===== src/rtl/rlsd_pkg.sv =====
// shared types and constants for the led matrix scan driver
// no dependencies; imported by every rtl module of the block
package rlsd_pkg;

	localparam int ROWS       = 8;
	localparam int COLS       = 8;
	localparam int GROUP_BITS = 8;

	localparam int ROW_W   = $clog2(ROWS);
	localparam int COL_W   = $clog2(COLS);
	localparam int ADDR_W  = $clog2(ROWS * COLS);
	localparam int DEPTH   = ROWS * COLS;
	localparam int CLR_W   = 3;
	localparam int IDX_W   = $clog2(GROUP_BITS);
	localparam int CNT_W   = IDX_W + 1;
	localparam int POS_W   = 5;

	localparam logic [CNT_W-1:0] LAST_BLANK = CNT_W'(GROUP_BITS - 1);
	localparam logic [CNT_W-1:0] LAST_LIT   = CNT_W'(2 * GROUP_BITS - 1);

	localparam logic FUNC_WRITE = 1'b0;
	localparam logic FUNC_TICK  = 1'b1;

	// one scan tick on its way to the serializer
	typedef struct packed {
		logic [CLR_W-1:0] color;
		logic [ROW_W-1:0] row;
		logic [COL_W-1:0] col;
	} tick_t;

endpackage


===== src/rtl/rlsd_frame_mem.sv =====
// frame buffer: one-write one-read memory with registered read data
// per-entry valid bits make the whole frame read as dark after reset; uses rlsd_pkg
module rlsd_frame_mem
	import rlsd_pkg::*;
(
	input  logic              clk,
	input  logic              arst_n,
	input  logic              wr_en,
	input  logic [ADDR_W-1:0] wr_addr,
	input  logic [CLR_W-1:0]  wr_color,
	input  logic              rd_en,
	input  logic [ADDR_W-1:0] rd_addr,
	output logic [CLR_W-1:0]  rd_color
);

	logic [CLR_W-1:0] mem [DEPTH];
	logic [DEPTH-1:0] valid_q;
	logic [CLR_W-1:0] rd_data_q;
	logic             rd_vld_q;

	always_ff @(posedge clk) begin
		if (wr_en) begin
			mem[wr_addr] <= wr_color;
		end
		if (rd_en) begin
			rd_data_q <= mem[rd_addr];
		end
	end

	always_ff @(posedge clk or negedge arst_n) begin
		if (!arst_n) begin
			valid_q  <= '0;
			rd_vld_q <= 1'b0;
		end else begin
			if (wr_en) begin
				valid_q[wr_addr] <= 1'b1;
			end
			if (rd_en) begin
				rd_vld_q <= valid_q[rd_addr];
			end
		end
	end

	// never written entry reads as black
	assign rd_color = rd_vld_q ? rd_data_q : '0;

endmodule


===== src/rtl/rlsd_serializer.sv =====
// bit serializer: turns one scan tick into a blanking group and, for a lit
// pixel, an active-low select group; registered output word; uses rlsd_pkg
module rlsd_serializer
	import rlsd_pkg::*;
(
	input  logic  clk,
	input  logic  arst_n,
	input  logic  load_valid,
	output logic  load_ready,
	input  tick_t load_tick,
	output logic  row_bit,
	output logic  red_bit,
	output logic  green_bit,
	output logic  blue_bit,
	output logic  group_end,
	output logic  last,
	output logic  valid,
	input  logic  stall
);

	logic             active_q;
	tick_t            tick_q;
	logic [CNT_W-1:0] cnt_q;

	logic             adv;
	logic             fin;
	logic             lit_grp;
	logic [IDX_W-1:0] idx;
	logic [POS_W-1:0] pos;
	logic             at_row;
	logic             at_col;
	logic             nx_row, nx_red, nx_green, nx_blue, nx_end, nx_last;

	assign adv     = active_q && (!valid || !stall);
	assign fin     = (cnt_q == LAST_LIT) || ((cnt_q == LAST_BLANK) && (tick_q.color == '0));
	assign load_ready = !active_q || (adv && fin);
	assign lit_grp = cnt_q[IDX_W];
	assign idx     = cnt_q[IDX_W-1:0];
	assign pos     = POS_W'(GROUP_BITS - 1) - POS_W'(idx);
	assign at_row  = (pos == POS_W'(tick_q.row));
	assign at_col  = (pos == POS_W'(tick_q.col));

	always_comb begin
		nx_end   = (idx == IDX_W'(GROUP_BITS - 1));
		nx_last  = fin;
		if (lit_grp) begin
			nx_row   = !at_row;
			nx_red   = !(at_col && tick_q.color[0]);
			nx_green = !(at_col && tick_q.color[1]);
			nx_blue  = !(at_col && tick_q.color[2]);
		end else begin
			nx_row   = 1'b1;
			nx_red   = 1'b1;
			nx_green = 1'b1;
			nx_blue  = 1'b1;
		end
	end

	always_ff @(posedge clk or negedge arst_n) begin
		if (!arst_n) begin
			active_q <= 1'b0;
			cnt_q    <= '0;
			valid    <= 1'b0;
		end else begin
			if (load_valid && load_ready) begin
				active_q <= 1'b1;
				cnt_q    <= '0;
			end else if (adv) begin
				if (fin) begin
					active_q <= 1'b0;
				end
				cnt_q <= cnt_q + 1'b1;
			end
			if (adv) begin
				valid <= 1'b1;
			end else if (!stall) begin
				valid <= 1'b0;
			end
		end
	end

	always_ff @(posedge clk) begin
		if (load_valid && load_ready) begin
			tick_q <= load_tick;
		end
		if (adv) begin
			row_bit   <= nx_row;
			red_bit   <= nx_red;
			green_bit <= nx_green;
			blue_bit  <= nx_blue;
			group_end <= nx_end;
			last      <= nx_last;
		end
	end

endmodule


===== src/rtl/rgb_led_matrix_scan_driver.sv =====
// rgb led matrix scan driver top level
// uses rlsd_pkg, rlsd_frame_mem and rlsd_serializer
//
// input channel (item_valid / item_stall): one word per item; func selects a
// pixel write (row, col, 3-bit color, bit0 red bit1 green bit2 blue) or a
// scan tick. a write produces nothing. a tick advances
// the scan position in row-major order, wrapping at the end of the frame.
// output channel (bit_valid / bit_stall): one word per serial shift bit,
// carrying the row, red, green and blue data lines plus group_end and last.
// a tick gives 8 words (all high blanking) when its pixel is dark, else 16
// words (blanking, then the active-low select group, msb first).
// the first word of a tick passes the frame read at the accepting edge,
// then the serializer load, which waits while the serializer is busy,
// then the output register. the serializer puts out one output word per
// clock while bit_stall is low; the next tick is read from the frame
// while the current one shifts, and shifting continues back to back
// across ticks. writes are accepted every cycle unless a read-out tick
// is waiting for the serializer.
// reset clears the frame (per-entry valid bits, no clearing pass) and sets
// the scan position to the last pixel, so the first tick scans (0,0).
// when bit_stall is high the output word holds and the serializer pauses;
// the stall reaches item_stall once a tick is waiting behind it.
module rgb_led_matrix_scan_driver
	import rlsd_pkg::*;
(
	input  logic       clk,
	input  logic       arst_n,
	input  logic       item_valid,
	output logic       item_stall,
	input  logic       func,
	input  logic [2:0] pixel_row,
	input  logic [2:0] pixel_col,
	input  logic [2:0] pixel_color,
	output logic       bit_valid,
	input  logic       bit_stall,
	output logic       row_bit,
	output logic       red_bit,
	output logic       green_bit,
	output logic       blue_bit,
	output logic       group_end,
	output logic       last
);

	// scan position of the most recent tick
	logic [ROW_W-1:0] scan_row_q;
	logic [COL_W-1:0] scan_col_q;
	logic [ROW_W-1:0] nxt_row;
	logic [COL_W-1:0] nxt_col;

	// tick whose frame read is in flight or waiting for the serializer
	logic             tick_vld_s1;
	logic [ROW_W-1:0] tick_row_s1;
	logic [COL_W-1:0] tick_col_s1;

	logic              accept;
	logic              wr_en;
	logic              rd_en;
	logic [ADDR_W-1:0] wr_addr;
	logic [ADDR_W-1:0] rd_addr;
	logic [CLR_W-1:0]  rd_color;
	logic              ser_ready;
	tick_t             ser_tick;

	assign item_stall = tick_vld_s1 && !ser_ready;
	assign accept     = item_valid && !item_stall;

	// writes outside the frame are dropped
	assign wr_en = accept && (func == FUNC_WRITE) && (pixel_row < ROWS) && (pixel_col < COLS);
	assign rd_en = accept && (func == FUNC_TICK);

	// next scan position, row-major with wrap
	always_comb begin
		if (scan_col_q == COL_W'(COLS - 1)) begin
			nxt_col = '0;
			nxt_row = (scan_row_q == ROW_W'(ROWS - 1)) ? '0 : scan_row_q + 1'b1;
		end else begin
			nxt_col = scan_col_q + 1'b1;
			nxt_row = scan_row_q;
		end
	end

	assign wr_addr = ADDR_W'(ADDR_W'(pixel_row) * ADDR_W'(COLS) + ADDR_W'(pixel_col));
	assign rd_addr = ADDR_W'(ADDR_W'(nxt_row) * ADDR_W'(COLS) + ADDR_W'(nxt_col));

	always_ff @(posedge clk or negedge arst_n) begin
		if (!arst_n) begin
			scan_row_q  <= ROW_W'(ROWS - 1);
			scan_col_q  <= COL_W'(COLS - 1);
			tick_vld_s1 <= 1'b0;
		end else begin
			if (rd_en) begin
				scan_row_q <= nxt_row;
				scan_col_q <= nxt_col;
			end
			// a waiting tick leaves when the serializer takes it
			if (rd_en) begin
				tick_vld_s1 <= 1'b1;
			end else if (ser_ready) begin
				tick_vld_s1 <= 1'b0;
			end
		end
	end

	always_ff @(posedge clk) begin
		if (rd_en) begin
			tick_row_s1 <= nxt_row;
			tick_col_s1 <= nxt_col;
		end
	end

	rlsd_frame_mem u_frame (
		.clk      (clk),
		.arst_n   (arst_n),
		.wr_en    (wr_en),
		.wr_addr  (wr_addr),
		.wr_color (pixel_color),
		.rd_en    (rd_en),
		.rd_addr  (rd_addr),
		.rd_color (rd_color)
	);

	// read data stays put while the tick waits: no new read until it leaves
	assign ser_tick.color = rd_color;
	assign ser_tick.row   = tick_row_s1;
	assign ser_tick.col   = tick_col_s1;

	rlsd_serializer u_ser (
		.clk        (clk),
		.arst_n     (arst_n),
		.load_valid (tick_vld_s1),
		.load_ready (ser_ready),
		.load_tick  (ser_tick),
		.row_bit    (row_bit),
		.red_bit    (red_bit),
		.green_bit  (green_bit),
		.blue_bit   (blue_bit),
		.group_end  (group_end),
		.last       (last),
		.valid      (bit_valid),
		.stall      (bit_stall)
	);

endmodule


===== config.mk =====
export PLATFORM = sky130hd
export DESIGN_NAME = rgb_led_matrix_scan_driver
export DESIGN_NICKNAME = d
export VERILOG_FILES = /design/src/rtl/rlsd_pkg.sv /design/src/rtl/rlsd_frame_mem.sv /design/src/rtl/rlsd_serializer.sv /design/src/rtl/rgb_led_matrix_scan_driver.sv
export SDC_FILE = /design/constraint.sdc
export NUM_CORES = 1
export LEC_CHECK = 0
export ABC_AREA = 1
export BUFFER_PORTS_ARGS = -buffer_cell sky130_fd_sc_hd__buf_2
export CORE_MARGIN = 8
export CORE_UTILIZATION = 40
export CTS_CLUSTER_SIZE = 30
export DETAILED_ROUTE_END_ITERATION = 12
export SYNTH_ARGS = -nofsm -noshare
export SYNTH_HDL_FRONTEND = slang
export SYNTH_SLANG_ARGS = --single-unit

===== constraint.sdc =====
create_clock -name clk -period 2.05 [get_ports clk]
set_clock_uncertainty 0.1 [all_clocks]
set_input_delay 0.3075 -clock clk [delete_from_list [all_inputs] [get_ports clk]]
set_output_delay 0.3075 -clock clk [all_outputs]
set_load 0.05 [all_outputs]

==> metrics.yaml <==
drive_gt1_share_pct: 34.4
drc: 0
reg2reg_to: "u_frame.rd_data_q[1]$_DFFE_PP_"
gr-total-overflow: 0
startpoint_type: "flop"
route.met3.wl_mm: 2.74
timing.hold.worst.start: "bit_stall"
coreArea_um2: 31400
syn_inst: 1144
syn-cell-area_um2: 12700
setup_ws_ns: -0.393
number_of_flip_flops_and_latches_in_the_synthesized_netlist: 294
timing.setup.critical_path_class: "reg -> reg"
design_area_um2: 17500
postRouteAntennaNets: 0
syn_avg_cell_area_um2: 11.1
setup_total_negative_slack_ns: -37.32
final_cell_count_no_fill: 1738
arrival_time_at_the_worst_endpoint_ns: 2.67
critical_path.max_fanout: 6
failed_checks: "negative setup slack"
critical_path.endpoint_type: "flop"
hold_viol_final: 0
relSlewSlack_pct: 47.6
dp_cells: 1620
antenna_diode_count: 0
cts-buffers-inserted: 31
status: "complete, but fails checks"
dieHeight_um: 194
netlist_top_cells_area: "sky130_fd_sc_hd__edfxtp_1 (51%), sky130_fd_sc_hd__dfrtp_1 (14%), sky130_fd_sc_hd__nand3_1 (5.0%), sky130_fd_sc_hd__nor2_1 (4.3%), sky130_fd_sc_hd__o211ai_1 (4.2%)"
routedLengthMet1_mm: 15.9
wl_met2_mm: 18.3
floorplan.initialDensity_pct: 40.4
timing.final.setup_violations: 252
die-width_um: 194
global_route.usage.total_pct: 18.7
design.portCount: 22
max-cap-violations: 0
totalWireLength_mm: 38.4
final-seq-area_um2: 8450
gp_routability_congestion: 0.820
clock_sinks: 294
portBuffers: 21
route.top_layer_used: "met4"
transition_time_at_the_pin_with_the_least_slew_margin_ns: 0.786
holdPathStages: 5
dp_worst_setup_slack_ns: -0.458
cts_buffer_depth: 3
vias: 9722
floorplan.rows: 65
period_minus_slack_ns: 2.44
drt_first_iter_violations: 819
global_route_wire_length_before_repair_mm: 55.6
synth.top_cell.area_share_pct: 51.1
ys_types: 36
cts.root.buffer_cell: "sky130_fd_sc_hd__clkbuf_16"
design.die.area_um2: 37700
vdd_ir_drop_max_uv: 916
vias_per_cell: 5.59
timing.reg2reg.worst_path_depth: 12
worst-endpoint-required_ns: 2.27
area_delta_synth_final_pct: 38.1
fmaxAchievable_mhz: 409
timing_max_transition_violations_final: 0
clk_pin_slew_worst_paths_ns: 0.07
routed_wire_length_per_instance_um: 22.1
grt_pass1_vias: 9512
number_of_antenna_violations_at_the_first_check_in_global_routing: 0
power_density_nw_per_um2: 1500
leakage_power_nw: 6.41
dpl.hpwl_mm: 21.0
synth.largest_area_cell: "sky130_fd_sc_hd__edfxtp_1"
pin_count_of_the_biggest_net_entering_global_routing: 75
synth.yosys.seq_area_share_pct: 66.5
syn_nets: 1164
clk-insertion-delay-late_ns: 0.58
r2r_start: "scan_col_q[0]$_DFFE_PN1P_"
fin_hold_ws_ns: 0.0770
num-nets-final: 1332
tritoncts: "built"
timing.hold.worst_endpoint: "u_ser.valid$_DFFE_PN0P_"
multi_input_area_um2: 4640
yosysWarningCount: 0
ff2ff_setup_slack_ns: -0.39
fillerInstances: 2509
rsz0062_at_grt: "yes"
min_path_type: "in -> reg"
placedInstanceArea_um2: 14200
drt-pass1-iter-count: 5
final.period_utilization_pct: 119
cts-htree-levels: 1
-- per-stage QoR --
stage	utilization, %	power (mW)
5_1_grt	55.8	27.3
6_report	55.8	26.3
3_5_place_dp	45.3	16.2
4_1_cts	54.0	24.7
2_1_floorplan	-	12.5
3_3_place_gp	45.3	16.2
-- placed cells by master (no fill, tap or decap), types with 35 or more instances in the layout --
cell / netlist / routed
sky130_fd_sc_hd__o21ai_2: 1 / 53
sky130_fd_sc_hd__o21ai_0: 75 / 43
sky130_fd_sc_hd__edfxtp_1: 216 / 216
sky130_fd_sc_hd__buf_4: 12 / 85
sky130_fd_sc_hd__nor2_1: 147 / 82
sky130_fd_sc_hd__nand2_1: 136 / 131
sky130_fd_sc_hd__buf_12: 0 / 35
sky130_fd_sc_hd__nor2_4: 2 / 66
sky130_fd_sc_hd__o211ai_1: 71 / 71
sky130_fd_sc_hd__clkbuf_16: 0 / 40
sky130_fd_sc_hd__inv_1: 79 / 77
sky130_fd_sc_hd__nand3_1: 127 / 101
sky130_fd_sc_hd__dfrtp_1: 72 / 71
-- area by class of cell --
class	instances	share of cell area, %
flip-flops and latches	294	48.2
multi-input cells	703	26.5
repair buffers	193	13.8
clock buffers	35	4.51
well taps	402	2.87
clock inverters	22	2.07
inverters	89	2.07
-- routing by layer --
layer	up-vias	global-route usage (%)
met3	93	2.66
li1	4352	-
met2	442	31.1
met1	4835	25.1
met5	-	0
met4	0	6.17
-- worst max path at each step --
stage / start / endpoint / cells after the start
detailed placement: scan_col_q[0]$_DFFE_PN1P_ / u_frame.rd_data_q[2]$_DFFE_PP_ / 11
finish: scan_col_q[0]$_DFFE_PN1P_ / u_frame.rd_data_q[1]$_DFFE_PP_ / 12
global placement: scan_col_q[0]$_DFFE_PN1P_ / u_frame.rd_data_q[1]$_DFFE_PP_ / 11
global route: scan_col_q[0]$_DFFE_PN1P_ / u_frame.rd_data_q[1]$_DFFE_PP_ / 11
floorplan: scan_col_q[0]$_DFFE_PN1P_ / u_frame.rd_data_q[0]$_DFFE_PP_ / 13
CTS: scan_col_q[1]$_DFFE_PN1P_ / u_frame.rd_data_q[0]$_DFFE_PP_ / 13
-- state kept, by name, summed over array words and instances (netlist names), 3 cells and up --
| signal | cells |
|---|---|
| u_frame.mem | 192 |
| u_frame.valid_q | 64 |
| u_ser.tick_q | 9 |
| u_ser.cnt_q | 4 |
| scan_col_q | 3 |
| scan_row_q | 3 |
| tick_col_s1 | 3 |
| tick_row_s1 | 3 |
| u_frame.rd_data_q | 3 |
-- repair_timing --
item,4_1_cts,5_1_grt
resized for setup,200,129
endpoints found under the setup margin,224,258
hold endpoints to repair,73,0
buffers inserted,34,12
pin swaps,58,44
hold buffers,3,0
cloned,15,11
-- synth_stat cells (all sizes together) --
| cell | n |
|---|---|
| edfxtp | 216 |
| nor2 | 149 |
| nand2 | 147 |
| nand3 | 128 |
| o21ai | 114 |
| inv | 85 |
| dfrtp | 72 |
| o211ai | 71 |
| or2 | 58 |
| buf | 41 |
| clkbuf | 18 |
| a21oi | 10 |
| nor3 | 9 |
| dfstp | 6 |
| ha | 6 |
| clkinv | 4 |
| o21bai | 4 |
| xor2 | 3 |
| a2111oi | 1 |
| o22ai | 1 |
| xnor2 | 1 |
-- power breakdown --
group | internal (mW) | total [mW] | switching (mW)
clock network | 3.92 | 6.33 | 2.41
logic | 5.87 | 13.0 | 7.14
registers | 6.79 | 6.95 | 0.160
total | 16.6 | 26.3 | 9.71
-- critical path, stage by stage (launching register included) --
cell	delay, ns
sky130_fd_sc_hd__dfstp_2	0.56
sky130_fd_sc_hd__ha_4	0.14
sky130_fd_sc_hd__ha_4	0.14
sky130_fd_sc_hd__nor2_4	0.06
sky130_fd_sc_hd__buf_12	0.16
sky130_fd_sc_hd__buf_16	0.15
sky130_fd_sc_hd__or2_4	0.22
sky130_fd_sc_hd__o211ai_1	0.08
sky130_fd_sc_hd__o211ai_1	0.14
sky130_fd_sc_hd__nand3_1	0.14
sky130_fd_sc_hd__nand3_2	0.15
sky130_fd_sc_hd__nand3_2	0.08
sky130_fd_sc_hd__nand2_1	0.05
-- cell families (layout without fill, tap and decap cells) --
group                    count (synthesis)  after routing  share of synthesized area, %
XOR/XNOR                                 4              4                         0.276
adder cells (fa/ha/maj)                  6              6                         0.591
flip-flops                             294            294                          66.5
AO/OA/AOI/OAI                          201            201                          9.56
buffers and inverters                  148            339                          5.51
AND/OR/NAND/NOR                        491            492                          17.5
(Power assumes the default switching activity.)
